## config.mk

```make
export PLATFORM = sky130hd
export DESIGN_NAME = timed_release_pulse_controller
export DESIGN_NICKNAME = d
export VERILOG_FILES = /design/src/design/trpc_pkg.sv /design/src/design/trpc_channel.sv /design/src/design/timed_release_pulse_controller.sv
export SDC_FILE = /design/constraint.sdc
export NUM_CORES = 1
export LEC_CHECK = 0
export ABC_AREA = 1
export BUFFER_PORTS_ARGS = -buffer_cell sky130_fd_sc_hd__buf_4
export CORE_MARGIN = 4
export CORE_UTILIZATION = 55
export CTS_BUF_LIST = sky130_fd_sc_hd__clkbuf_16
export DETAILED_ROUTE_END_ITERATION = 8
export GPL_TIMING_DRIVEN = 0
export PLACE_DENSITY_LB_ADDON = 0.12
export RECOVER_POWER = 100
export SKIP_CTS_REPAIR_TIMING = 1
export SYNTH_ARGS = -nofsm -noshare
export SYNTH_HDL_FRONTEND = slang
export SYNTH_SLANG_ARGS = --single-unit
export TNS_END_PERCENT = 1
```

## constraint.sdc

```tcl
create_clock -name clock -period 2.7 [get_ports clock]
set_input_delay 0.675 -clock clock [delete_from_list [all_inputs] [get_ports clock]]
set_output_delay 0.675 -clock clock [all_outputs]
set_load 0.03 [all_outputs]
```

## src/design/trpc_pkg.sv

```systemverilog
`timescale 1ns / 1ps

package trpc_pkg;

   localparam int NUM_CHANNELS_DEF = 2;
   localparam int MAX_CHANNELS     = 8;
   localparam int PULSE_W          = 16;
   localparam int CHAN_W           = 3;
   localparam int MODE_W           = 3;

   // command codes
   localparam logic [MODE_W-1:0] MODE_TICK    = 3'd0;
   localparam logic [MODE_W-1:0] MODE_DROP    = 3'd1;
   localparam logic [MODE_W-1:0] MODE_CLEAR   = 3'd2;
   localparam logic [MODE_W-1:0] MODE_DISABLE = 3'd3;
   localparam logic [MODE_W-1:0] MODE_QUERY   = 3'd4;

   // result codes
   localparam logic [1:0] RES_OK      = 2'd0;
   localparam logic [1:0] RES_RUNNING = 2'd1;
   localparam logic [1:0] RES_FAILED  = 2'd2;

   // channel state codes
   localparam logic [1:0] ST_UNINIT   = 2'd0;
   localparam logic [1:0] ST_READY    = 2'd1;
   localparam logic [1:0] ST_DROPPING = 2'd2;
   localparam logic [1:0] ST_DROPPED  = 2'd3;

   typedef struct packed {
      logic tick;
      logic start;
      logic disable_all;
      logic clear;
   } trpc_chan_ctl_type;

   typedef struct packed {
      logic dropping;
      logic dropped;
      logic dropping_next;
   } trpc_chan_stat_type;

endpackage

```

## src/design/trpc_channel.sv

```systemverilog
`timescale 1ns / 1ps

module trpc_channel (
   input  logic                             clock,
   input  logic                             reset,
   input  trpc_pkg::trpc_chan_ctl_type      ctl,
   input  logic [trpc_pkg::PULSE_W-1:0]     load_value,
   output trpc_pkg::trpc_chan_stat_type     stat
);

   logic                         dropping_ff, dropping_in;
   logic                         dropped_ff, dropped_in;
   logic [trpc_pkg::PULSE_W-1:0] ticks_ff, ticks_in;

   always_comb begin
      dropping_in = dropping_ff;
      dropped_in  = dropped_ff;
      ticks_in    = ticks_ff;
      if (ctl.tick && dropping_ff) begin
         if (ticks_ff <= trpc_pkg::PULSE_W'(1)) begin
            dropping_in = 1'b0;
            dropped_in  = 1'b1;
            ticks_in    = '0;
         end else begin
            ticks_in = ticks_ff - trpc_pkg::PULSE_W'(1);
         end
      end
      if (ctl.start) begin
         dropping_in = 1'b1;
         ticks_in    = load_value;
      end
      if (ctl.disable_all && dropping_ff) begin
         dropping_in = 1'b0;
         dropped_in  = 1'b1;
         ticks_in    = '0;
      end
      if (ctl.clear && !dropping_ff) begin
         dropped_in = 1'b0;
      end
   end

   always_ff @(posedge clock) begin
      if (reset) begin
         dropping_ff <= 1'b0;
         dropped_ff  <= 1'b0;
         ticks_ff    <= '0;
      end else begin
         dropping_ff <= dropping_in;
         dropped_ff  <= dropped_in;
         ticks_ff    <= ticks_in;
      end
   end

   assign stat.dropping      = dropping_ff;
   assign stat.dropped       = dropped_ff;
   assign stat.dropping_next = dropping_in;

   // a running pulse never has a zero count left
   assert property (@(posedge clock) disable iff (reset)
      dropping_ff |-> ticks_ff != '0)
      else $error("dropping channel with zero ticks left");

   assert property (@(posedge clock) disable iff (reset)
      !(dropping_ff && dropped_ff))
      else $error("channel both dropping and dropped");

   assert property (@(posedge clock) disable iff (reset)
      ctl.start |=> dropping_ff && ticks_ff == $past(load_value))
      else $error("pulse start did not load count");

endmodule

```

## src/design/timed_release_pulse_controller.sv

```systemverilog
`timescale 1ns / 1ps
// A word accepted from req waits in the input stage and goes to the result register
// once the output stage can advance; rsp_tvalid then offers its result word.
// Throughput: one word per cycle unless rsp_tready stalls; channels update in parallel.
// Reset (synchronous): all channels neither dropping nor dropped, pulse length 0, both stages empty.

module timed_release_pulse_controller #(
   parameter int NUM_CHANNELS = trpc_pkg::NUM_CHANNELS_DEF
) (
   input  logic        clock,
   input  logic        reset,
   input  logic        req_tvalid,
   output logic        req_tready,
   input  logic [7:0]  req_tdata,   // mode[2:0], channel[5:3], kill_asserted[6], zero[7]
   output logic        rsp_tvalid,
   input  logic        rsp_tready,
   output logic [15:0] rsp_tdata,   // result[1:0], channel_state[3:2], drive_lines[11:4], zero
   input  logic        csr_we,
   input  logic [15:0] csr_wdata
);

   logic [trpc_pkg::PULSE_W-1:0] pulse_ff;

   logic                         in_valid_ff;
   logic [trpc_pkg::MODE_W-1:0]  mode_ff;
   logic [trpc_pkg::CHAN_W-1:0]  chan_ff;
   logic                         kill_ff;

   logic                         out_valid_ff;
   logic [1:0]                   result_ff, result_in;
   logic [1:0]                   qstate_ff, qstate_in;
   logic [7:0]                   drive_ff, drive_in;

   logic                         advance_out, fire;

   trpc_pkg::trpc_chan_ctl_type  ctl  [NUM_CHANNELS];
   trpc_pkg::trpc_chan_stat_type stat [NUM_CHANNELS];

   logic [7:0]                   dropping8, dropped8;
   logic [trpc_pkg::CHAN_W-1:0]  chan_idx;
   logic                         chan_ok;
   logic [1:0]                   sel_state;
   logic                         any_dropping;
   logic                         do_start;
   logic [NUM_CHANNELS-1:0]      start_vec;

   assign advance_out = !out_valid_ff || rsp_tready;
   assign fire        = in_valid_ff && advance_out;
   assign req_tready  = !in_valid_ff || advance_out;

   always_ff @(posedge clock) begin
      if (reset) begin
         pulse_ff <= '0;
      end else if (csr_we) begin
         pulse_ff <= csr_wdata;
      end
   end

   always_ff @(posedge clock) begin
      if (reset) begin
         in_valid_ff <= 1'b0;
      end else if (req_tready) begin
         in_valid_ff <= req_tvalid;
      end
   end

   always_ff @(posedge clock) begin
      if (req_tready && req_tvalid) begin
         mode_ff <= req_tdata[2:0];
         chan_ff <= req_tdata[5:3];
         kill_ff <= req_tdata[6];
      end
   end

   always_comb begin
      dropping8 = '0;
      dropped8  = '0;
      for (int i = 0; i < NUM_CHANNELS; i++) begin
         dropping8[i] = stat[i].dropping;
         dropped8[i]  = stat[i].dropped;
      end
   end

   assign any_dropping = |dropping8;
   assign chan_idx     = chan_ff - trpc_pkg::CHAN_W'(1);
   assign chan_ok      = (chan_ff != '0) && ({1'b0, chan_ff} <= 4'(NUM_CHANNELS));

   always_comb begin
      if (pulse_ff == '0) begin
         sel_state = trpc_pkg::ST_UNINIT;
      end else if (dropping8[chan_idx]) begin
         sel_state = trpc_pkg::ST_DROPPING;
      end else if (dropped8[chan_idx]) begin
         sel_state = trpc_pkg::ST_DROPPED;
      end else begin
         sel_state = trpc_pkg::ST_READY;
      end
   end

   always_comb begin
      result_in = trpc_pkg::RES_OK;
      qstate_in = trpc_pkg::ST_UNINIT;
      do_start  = 1'b0;
      case (mode_ff)
         trpc_pkg::MODE_TICK: begin
            result_in = trpc_pkg::RES_OK;
         end
         trpc_pkg::MODE_DROP: begin
            if (!chan_ok || kill_ff) begin
               result_in = trpc_pkg::RES_FAILED;
            end else begin
               case (sel_state)
                  trpc_pkg::ST_DROPPED:  result_in = trpc_pkg::RES_OK;
                  trpc_pkg::ST_DROPPING: result_in = trpc_pkg::RES_RUNNING;
                  trpc_pkg::ST_READY: begin
                     result_in = trpc_pkg::RES_RUNNING;
                     do_start  = 1'b1;
                  end
                  default:               result_in = trpc_pkg::RES_FAILED;
               endcase
            end
         end
         trpc_pkg::MODE_CLEAR: begin
            result_in = any_dropping ? trpc_pkg::RES_FAILED : trpc_pkg::RES_OK;
         end
         trpc_pkg::MODE_DISABLE: begin
            result_in = trpc_pkg::RES_OK;
         end
         trpc_pkg::MODE_QUERY: begin
            if (!chan_ok) begin
               result_in = trpc_pkg::RES_FAILED;
            end else begin
               qstate_in = sel_state;
            end
         end
         default: begin
            result_in = trpc_pkg::RES_FAILED;
         end
      endcase
   end

   always_comb begin
      for (int i = 0; i < NUM_CHANNELS; i++) begin
         start_vec[i]          = fire && do_start && (chan_idx == trpc_pkg::CHAN_W'(i));
         ctl[i].tick           = fire && (mode_ff == trpc_pkg::MODE_TICK);
         ctl[i].start          = start_vec[i];
         ctl[i].disable_all    = fire && (mode_ff == trpc_pkg::MODE_DISABLE);
         ctl[i].clear          = fire && (mode_ff == trpc_pkg::MODE_CLEAR);
      end
   end

   always_comb begin
      drive_in = '0;
      for (int i = 0; i < NUM_CHANNELS; i++) begin
         drive_in[i] = stat[i].dropping_next;
      end
   end

   for (genvar g = 0; g < NUM_CHANNELS; g++) begin : g_chan
      trpc_channel u_chan (
         .clock      (clock),
         .reset      (reset),
         .ctl        (ctl[g]),
         .load_value (pulse_ff),
         .stat       (stat[g])
      );
   end

   always_ff @(posedge clock) begin
      if (reset) begin
         out_valid_ff <= 1'b0;
      end else if (advance_out) begin
         out_valid_ff <= in_valid_ff;
      end
   end

   always_ff @(posedge clock) begin
      if (fire) begin
         result_ff <= result_in;
         qstate_ff <= qstate_in;
         drive_ff  <= drive_in;
      end
   end

   assign rsp_tvalid = out_valid_ff;
   assign rsp_tdata  = {4'b0, drive_ff, qstate_ff, result_ff};

   assert property (@(posedge clock) disable iff (reset)
      $countones(start_vec) <= 1)
      else $error("more than one channel started by one word");

   assert property (@(posedge clock) disable iff (reset)
      (start_vec != '0) |-> pulse_ff != '0)
      else $error("pulse started with unset length");

   assert property (@(posedge clock) disable iff (reset)
      fire && mode_ff == trpc_pkg::MODE_DISABLE |=> dropping8 == '0)
      else $error("safety disable left a channel dropping");

   assert property (@(posedge clock) disable iff (reset)
      rsp_tvalid |-> result_ff != 2'd3)
      else $error("illegal result code");

endmodule

```

==> impl_metrics.yaml, run 1 <==
critical_path:
  worst-path-stages: 16
  cpMostUsedCell: "ha_4"
  critical-path-top-delay-family: "simple AND/OR/NAND/NOR gates"
  r2r-end: "drive_ff[0]"
  cp.arrival_ns: 2.82
  path_buf_inv: 3
  crit_path_cell_trace: "inv_2 > ha_4 > ha_4 > nand2_2 > a21oi_2 > o21ai_2 > o31ai_1 > nand2_1 > ha_2 > nand4_1 > nor2_4 > nand3_4 > buf_8 > o211ai_2 > inv_1 > nor2_1"
  worstSetupStartpointType: "flip-flop"
  reg2reg_slack_ns: 0.07
  crit_type: "flip-flop to flip-flop"
  max_stage_delay_ns: 0.45
  cp-startpoint: "chan_ff[0]"
  crit_slowest_cell: "edfxtp_1"
  end_kind: "flip-flop"
  r2r_cells: 16
  required_ns: 2.89
  r2r-start: "chan_ff[0]"
  crit_fanout: 8
timing:
  whs_ns: 0.523
  drv_slew: 0
  finalHoldViolCount: 0
  setup_viol: 0
  fin_skew_ns: 0.00904
  fin_crit_sh_pct: 97.3
  setup_tns_ns: 0
  timing.fmax_mhz: 381
  final.min_clock_period_ns: 2.63
grt:
  grt.total_usage_pct: 24.5
  grt_overflow: 0
  grt_pass1_vias: 3734
  grt_antenna_before_repair: 0
  grt_pass1_wl_um: 17300
  grt_max_degree: 12
cts:
  cts_tree: "done"
  clk_pin_slew_ns: 0.06
  cts_buffer_depth: 2
  cts-root-buf: "clkbuf_16"
  cts.sinks: 67
  cts_max_level: 3
  numCtsBuffers: 9
  clk_latency_ns: 0.33
logic_synthesis:
  synth_top_family_by_area: "simple AND/OR/NAND/NOR gates"
  syn_area_um2: 4140
  synth.avg_cell_area_um2: 6.52
  synth-compound-area-share_pct: 5.39
  yosysUniqueCellTypes: 35
  synth_cells: 634
  yosys_warnings: 0
  synthSimpleGateAreaFrac_pct: 43.1
  synth.mux.area_fraction_pct: 0
  ys_seq_elements: 67
  synthAdderAreaFrac_pct: 3.03
  ys_seq_area_share_pct: 35.6
  synth-xor-area-share_pct: 1.91
route:
  dr.pass1.iters: 5
  route.detailed.drc: 0
  wl_per_cell_um: 13.4
  vias: 4158
  drt_iter0_drc: 370
  drt-total-wl_um: 10800
  via_per_inst: 5.17
  postRouteAntennaNets: 0
floorplan:
  die_w_um: 94.7
  die-area_um2: 8970
  start_util_pct: 56.7
  core_um2: 7290
  io_pins: 47
  rows: 31
  dieHeight_um: 94.7
placed_design:
  port-buffer-count: 35
  placed_cell_area_um2: 4560
  dp_cells: 777
  gp_congestion: 0.951
  place_hpwl_um: 7770
final_layout:
  final_cell_mix: "154 x nand2_1, 126 x nor2_1, 70 x inv_1"
  fin_area_um2: 4980
  fin_cells: 804
  areaGrowthSynthToFinish_pct: 20.5
  layout-drive-gt1-share_pct: 16.6
  layout.cells.most_common: "nand2_1"
  num-nets-final: 740
  diodes: 0
power_and_ir_drop:
  powerDensity_nw_per_um2: 465
  vdd_drop_max_mv: 0.366
  power.total_mw: 2.32
  p_leak_nw: 2.62
min_path:
  hold_end: "g_chan[1].u_chan.dropped_ff"
  min_path_type: "flip-flop to flip-flop"
  min_path_cells: 2
  hp-start: "g_chan[1].u_chan.dropped_ff"
outcome:
  status: "completed"
flow_run:
  max-cap-violations: 0
==> cell usage after synthesis <==
master	instances	area share (%)
o221ai_1	1	0.21
buf_6	2	0.54
conb_1	1	0.091
o21ai_0	28	3.4
edfxtp_1	13	9.4
o211ai_2	1	0.30
nor2_1	125	11
o21ai_1	1	0.12
o21ai_2	1	0.21
nor3_1	6	0.73
inv_2	6	0.54
a21oi_1	8	0.97
nand3_4	1	0.42
inv_1	71	6.4
and2_2	1	0.18
ha_1	10	3.0
nor2_2	8	1.2
xnor2_1	1	0.21
nor2_4	3	0.82
nand2_1	160	15
clkbuf_1	4	0.36
buf_4	12	2.2
buf_2	5	0.61
xor2_1	8	1.7
nand3_1	68	8.2
clkinv_1	2	0.18
nand3b_1	7	1.3
nand4_1	13	2.0
nor2_8	1	0.48
nand3_2	2	0.48
nor4_1	4	0.61
dfxtp_1	54	26
nand2_4	1	0.27
nand2_2	4	0.61
o31ai_1	1	0.18
==> routing by layer <==
metal / routed length [um] / track usage (%) / up-vias
met3: 519 / 4.78 / 21
met4: 170 / 8.29 / 0
met5: 0 / 0 / -
met2: 5430 / 41.8 / 111
li1: - / - / 2123
met1: 4630 / 30.9 / 1903
==> area by class of cell <==
type / count / area, um2
Sequential cell: 67 / 1470
Timing Repair inverter: 1 / 5.00
Fill cell: 665 / 2310
Buffer: 23 / 166
Clock buffer: 9 / 225
Multi-Input combinational cell: 474 / 2330
Tap cell: 99 / 124
Clock inverter: 6 / 32.5
Inverter: 79 / 300
Timing Repair Buffer: 46 / 329
==> worst max path at each step <==
stage	to	slack (ns)
finish	drive_ff[0]	0.07
global route	g_chan[0].u_chan.ticks_ff[7]	-0.13
CTS	g_chan[0].u_chan.ticks_ff[1]	-0.18
detailed placement	g_chan[0].u_chan.ticks_ff[1]	-0.17
global placement	drive_ff[0]	-0.01
floorplan	drive_ff[0]	0.25
==> state kept, by name, indices dropped and copies added, names as in the netlist <==
name,count
chan_ff,3
pulse_ff,16
qstate_ff,2
kill_ff,1
g_chan.u_chan.ticks_ff,32
rsp_tvalid,1
g_chan.u_chan.dropping_ff,2
in_valid_ff,1
result_ff,2
mode_ff,3
drive_ff,2
g_chan.u_chan.dropped_ff,2
==> tightest hold or removal path, stage by stage (launching register included) <==
cell and delay (ns):
dfxtp_1 0.31, nor2_1 0.10, a21oi_1 0.07
==> stage by stage <==
step                setup slack, ns  util [%]
global route                 -0.133      68.3
global placement            -0.0101      62.5
floorplan                     0.251         -
detailed placement           -0.165      62.5
CTS                          -0.176      66.0
finish                       0.0721      68.3
==> cell families after synthesis <==
logic type	count (synthesis)
AO/OA/AOI/OAI	41
XOR/XNOR	9
adder cells (fa/ha/maj)	10
buffers and inverters	102
flip-flops	67
other	1
AND/OR/NAND/NOR	404
==> where the power goes <==
part / switching [mW] / internal (mW) / total (mW)
combinational: 0.125 / 0.0784 / 0.203
clock: 0.427 / 0.607 / 1.03
sequential: 0.0293 / 1.05 / 1.08
Power figures use the tool's default switching activity.
==> inputs of run 2 (changes only) <==
- ABC_AREA: 1 -> default
- PLACE_DENSITY: default -> 0.76
- PLACE_DENSITY_LB_ADDON: 0.12 -> default
==> run 2 against run 1 <==
Net effect: critical path type unchanged; hold slack lost 0.024 ns; critical path depth shrank 3; largest cell class unchanged; clock skew shrank 0.0040 ns; largest power group is now clock.
==> impl_metrics.yaml, run 2 <==
outcome:
  status: "completed"
grt:
  grt.total_usage_pct: 23.4
  grt_max_degree: 12
  grt_antenna_before_repair: 0
  grt_overflow: 0
  grt_pass1_vias: 3110
  grt_pass1_wl_um: 15500
critical_path:
  max_stage_delay_ns: 0.43
  crit_slowest_cell: "or3_1"
  r2r_cells: 13
  path_buf_inv: 3
  cpMostUsedCell: "ha_4"
  required_ns: 2.91
  reg2reg_slack_ns: 0.07
  crit_fanout: 10
  critical-path-top-delay-family: "simple AND/OR/NAND/NOR gates"
  end_kind: "flip-flop"
  crit_type: "flip-flop to flip-flop"
  crit_path_cell_trace: "inv_2 > ha_4 > ha_4 > nand2_1 > a21oi_1 > o311ai_2 > ha_2 > nand4_1 > or3_1 > buf_4 > buf_6 > nand3_1 > a31oi_1"
  r2r-start: "chan_ff[1]"
  r2r-end: "g_chan[1].u_chan.ticks_ff[13]"
  cp.arrival_ns: 2.84
  worstSetupStartpointType: "flip-flop"
route:
  vias: 3314
  drt-total-wl_um: 9230
  dr.pass1.iters: 6
  via_per_inst: 5.81
  wl_per_cell_um: 16.2
  drt_iter0_drc: 218
  route.detailed.drc: 0
  postRouteAntennaNets: 0
final_layout:
  fin_cells: 570
  largest_register_ffs: 32
  diodes: 0
  num-nets-final: 527
  reg.largest.list: "g_chan.u_chan.ticks_ff x32, pulse_ff x16"
  final_cell_mix: "62 x nand2_1, 54 x dfxtp_1, 36 x buf_4"
  largest_register: "g_chan.u_chan.ticks_ff"
  layout-drive-gt1-share_pct: 20.3
  n_fill_cell: 524
  areaGrowthSynthToFinish_pct: 20.5
  layout.cells.most_common: "nand2_1"
power_and_ir_drop:
  powerDensity_nw_per_um2: 556
  intPower_mw: 1.93
  power_frac_comb_pct: 7.9
  p_seq_share_pct: 43.1
  p_leak_nw: 1.76
  p_clk_share_pct: 49.0
  switching_share_pct: 22.6
  power.switching_mw: 0.565
  vdd_drop_max_mv: 0.390
logic_synthesis:
  synth.area.top_cells: "dfxtp_1 29%, edfxtp_1 10%, nand2_1 6.3%"
  yosysMostFrequentCell: "nand2_1"
  synthArstFlopShare_pct: 0
  netlist.top_cell.by_area: "dfxtp_1"
  synth_cells: 429
  ys_seq_area_share_pct: 39.5
  synth_edf_count: 13
  yosysTopAreaCellShare_pct: 29.0
  syn_area_um2: 3720
  ys.flop_type: "dfxtp_1"
  synth_common_cells: "62 x nand2_1, 54 x dfxtp_1, 32 x a31oi_1, 32 x nand3_1, 32 x nor2_1"
  synth.avg_cell_area_um2: 8.68
  ys_seq_elements: 67
  yosys_warnings: 0
  yosysUniqueCellTypes: 52
cts:
  clk_latency_ns: 0.33
  cts.sinks: 67
  cts-root-buf: "clkbuf_16"
  cts_tree: "done"
  clk_pin_slew_ns: 0.05
  cts_max_level: 3
  cts_buffer_depth: 2
  numCtsBuffers: 9
min_path:
  min_path_type: "flip-flop to flip-flop"
  min_path_cells: 1
  hp-start: "g_chan[0].u_chan.dropped_ff"
  hold_end: "g_chan[0].u_chan.dropped_ff"
timing:
  timing.fmax_mhz: 380
  fin_crit_sh_pct: 97.4
  final.min_clock_period_ns: 2.63
  worstMarginPinSlew_ns: 1.06
  whs_ns: 0.499
  fin_skew_ns: 0.00502
  setup_viol: 0
  setup_tns_ns: 0
  maxSlewHeadroom_pct: 28.5
  drv_slew: 0
  finalHoldViolCount: 0
floorplan:
  start_util_pct: 57.7
  die-area_um2: 8150
  dieHeight_um: 90.3
  core_um2: 6460
  io_pins: 47
  rows: 29
  die_w_um: 90.3
placed_design:
  port-buffer-count: 34
  gp_congestion: 0.877
  dp_cells: 549
  place_hpwl_um: 6540
flow_run:
  max-cap-violations: 0
run 2: worst max path at each step:
| stage | endpoint | cells past startpoint | from | slack [ns] |
|---|---|---|---|---|
| after floorplan | g_chan[1].u_chan.ticks_ff[3] | 13 | chan_ff[0] | 0.15 |
| after global placement | drive_ff[1] | 12 | chan_ff[0] | -0.22 |
| after detailed placement | drive_ff[1] | 12 | chan_ff[0] | -0.30 |
| after CTS | drive_ff[1] | 12 | chan_ff[0] | -0.34 |
| after global routing | g_chan[1].u_chan.ticks_ff[7] | 13 | chan_ff[1] | -0.05 |
| final | g_chan[1].u_chan.ticks_ff[13] | 13 | chan_ff[1] | 0.07 |
run 2: final cells by class:
class	count	area, um2	share of cell area (%)
Inverter	15	56.3	1.25
Buffer	33	220	4.91
Multi-Input combinational cell	323	2070	46.2
Timing Repair Buffer	39	263	5.85
Clock inverter	7	83.8	1.87
Tap cell	77	96.3	2.15
Sequential cell	67	1470	32.8
Clock buffer	9	225	5.02
run 2: cells by family after synthesis:
| kind of cell | after synthesis | share of synthesized area (%) |
|---|---|---|
| AOI/OAI and AO/OA | 63 | 11.1 |
| xor gates and xnor gates | 24 | 5.65 |
| adders and majority gates | 10 | 3.36 |
| buffers and inverters | 48 | 7.19 |
| DFF | 67 | 39.5 |
| muxes | 18 | 4.84 |
| other | 1 | 0.101 |
| and+or+nand+nor | 198 | 28.3 |
run 2: layer usage:
layer	up-vias	global-route usage [%]	part of all wire, %
met4	0	8.42	1.5
met5	-	0	0
met1	1567	32.2	45
li1	1628	-	-
met3	12	5.17	6.2
met2	107	36.0	47
run 2: power by group through the flow:
stage	clock network [mW]	logic, mW	registers [mW]
2_1_floorplan	0	0.112	1.10
3_3_place_gp	0	0.179	1.09
3_5_place_dp	0	0.182	1.10
4_1_cts	1.23	0.184	1.07
5_1_grt	1.29	0.214	1.08
6_report	1.22	0.196	1.08
run 2: through the flow:
stage          area, um2  power [mW]  util [%]  worst slack (ns)
2_1_floorplan       3760        1.21         -             0.152
3_3_place_gp        4110        1.27      63.6            -0.219
3_5_place_dp        4110        1.28      63.6            -0.304
4_1_cts             4420        2.49      68.4            -0.340
5_1_grt             4490        2.58      69.5           -0.0541
6_report            4490        2.49      69.5            0.0703
run 2: worst reg2reg max path: cells and delay by family (launching register included):
kind            cells  cell delay (ns)
compound gates      3             0.25
simple gates        4             0.81
buf+inv             3             0.43
flops               1             0.42
fa+ha+maj           3             0.60
==> inputs of run 3 (changes only) <==
--- a/config.mk
+++ b/config.mk
@@ -8,3 +8,3 @@
 export BUFFER_PORTS_ARGS = -buffer_cell sky130_fd_sc_hd__buf_4
-export CORE_MARGIN = 4
+export CORE_MARGIN = 2
 export CORE_UTILIZATION = 55
@@ -14,3 +14,2 @@
 export PLACE_DENSITY = 0.76
-export RECOVER_POWER = 100
 export SKIP_CTS_REPAIR_TIMING = 1
==> constraint.sdc (replaced) <==
create_clock -name clock -period 2.7 [get_ports clock]
set_input_delay 0.27 -clock clock [delete_from_list [all_inputs] [get_ports clock]]
set_output_delay 0.27 -clock clock [all_outputs]
set_load 0.03 [all_outputs]
==> run 3 against run 2 <==
Net effect: largest cell class unchanged; largest power group unchanged; sequential cell count did not move; total power fell by 4.3%; utilization barely moved.
==> impl_metrics.yaml, run 3 (synthesis gave the netlist of run 2 again) <==
route:
  vias: 3360
  drt-total-wl_um: 9250
  route.detailed.drc: 0
  postRouteAntennaNets: 0
  drt_iter0_drc: 232
  wl_per_cell_um: 16.2
  dr.pass1.iters: 4
  via_per_inst: 5.89
timing:
  finalHoldViolCount: 0
  final.min_clock_period_ns: 2.61
  fin_crit_sh_pct: 96.8
  timing.fmax_mhz: 383
  worstMarginPinSlew_ns: 1.17
  fin_skew_ns: 0.00455
  drv_slew: 0
  maxSlewHeadroom_pct: 21.3
  setup_tns_ns: 0
  setup_viol: 0
flow_run:
  max-cap-violations: 0
critical_path:
  r2r_cells: 13
  required_ns: 2.91
  worstSetupStartpointType: "flip-flop"
  crit_type: "flip-flop to flip-flop"
  end_kind: "flip-flop"
  cp.arrival_ns: 2.82
  crit_fanout: 10
grt:
  grt_pass1_wl_um: 14700
  grt_pass1_vias: 3047
  grt.total_usage_pct: 25.3
  grt_antenna_before_repair: 0
  grt_overflow: 0
  grt_max_degree: 12
min_path:
  min_path_type: "input port to flip-flop"
  min_path_cells: 1
cts:
  cts_buffer_depth: 2
  numCtsBuffers: 9
  cts.sinks: 67
  cts-root-buf: "clkbuf_16"
  cts_tree: "done"
  clk_latency_ns: 0.33
  clk_pin_slew_ns: 0.05
  cts_max_level: 3
floorplan:
  core_um2: 6460
  die_w_um: 86.3
  start_util_pct: 57.7
  rows: 29
  dieHeight_um: 86.3
  io_pins: 47
  die-area_um2: 7440
final_layout:
  areaGrowthSynthToFinish_pct: 20.5
  largest_register_ffs: 32
  diodes: 0
  layout-drive-gt1-share_pct: 21.1
  regArea_um2: 1470
  num-nets-final: 527
  largest_register: "g_chan.u_chan.ticks_ff"
  layout.cells.most_common: "nand2_1"
  multiInputGateArea_um2: 2070
  final_cell_mix: "62 x nand2_1, 54 x dfxtp_1, 51 x buf_4"
  n_fill_cell: 535
  reg.largest.list: "g_chan.u_chan.ticks_ff x32, pulse_ff x16"
power_and_ir_drop:
  vdd_drop_max_mv: 0.369
  powerDensity_nw_per_um2: 532
  power.total_mw: 2.39
  p_leak_nw: 1.79
placed_design:
  gp_congestion: 0.876
  place_hpwl_um: 6640
  port-buffer-count: 34
outcome:
  status: "completed"
==> run 3: cell types whose count changed in the layout (fill, tap and decap cells not counted), sizes merged <==
| cell | before | now |
|---|---|---|
| buf | 48 | 64 |
| bufinv | 2 | 1 |
| clkbuf | 33 | 17 |
| clkinvlp | 1 | 0 |
| inv | 16 | 18 |
==> run 3: cell type report <==
class / instances / share of cell area, %
Clock buffer: 9 / 5.02
Clock inverter: 7 / 1.20
Timing Repair Buffer: 39 / 6.53
Sequential cell: 67 / 32.8
Inverter: 15 / 1.26
Multi-Input combinational cell: 323 / 46.1
Buffer: 33 / 4.99
Tap cell: 77 / 2.15
==> run 3: per-stage QoR <==
stage	utilization (%)	area (um2)	hold WS (ns)	setup slack, ns	std cells
floorplan	-	3760	0.369	0.152	438
global placement	63.6	4110	0.449	-0.176	549
detailed placement	63.6	4110	0.450	-0.203	549
CTS	67.9	4390	0.112	-0.235	565
global route	69.4	4490	0.113	-0.0431	570
finish	69.4	4490	0.115	0.0876	570
==> run 3: critical path, cell delays in order, from the launching register on <==
cell and delay (ns):
edfxtp_1 0.43, inv_2 0.12, ha_4 0.13, ha_4 0.20, nand2_1 0.09, a21oi_1 0.06
o311ai_2 0.12, ha_2 0.26, nand4_1 0.19, or3_1 0.43, buf_6 0.15, buf_6 0.14
nand3_1 0.09, a31oi_1 0.09
==> run 3: final timing paths <==
kind                            slack (ns)                        start                      endpoint
worst max-delay path                  0.09                   chan_ff[1]  g_chan[1].u_chan.ticks_ff[5]
worst min-delay path                  0.11                 req_tdata[3]                    chan_ff[0]
worst max register to register        0.09                   chan_ff[1]  g_chan[1].u_chan.ticks_ff[5]
worst min register to register        0.49  g_chan[0].u_chan.dropped_ff   g_chan[0].u_chan.dropped_ff
==> run 3: power breakdown <==
group	switching [mW]	internal, mW	total [mW]
Combinational	0.111	0.0890	0.200
Clock	0.415	0.696	1.11
Sequential	0.0267	1.05	1.07
==> run 3: layer usage <==
metal,track usage (%),part of all wire [%],up-vias
li1,-,-,1631
met1,33.4,45,1572
met2,41.2,47,138
met3,3.33,5.9,19
met4,12.2,2.2,0
met5,0,0,-
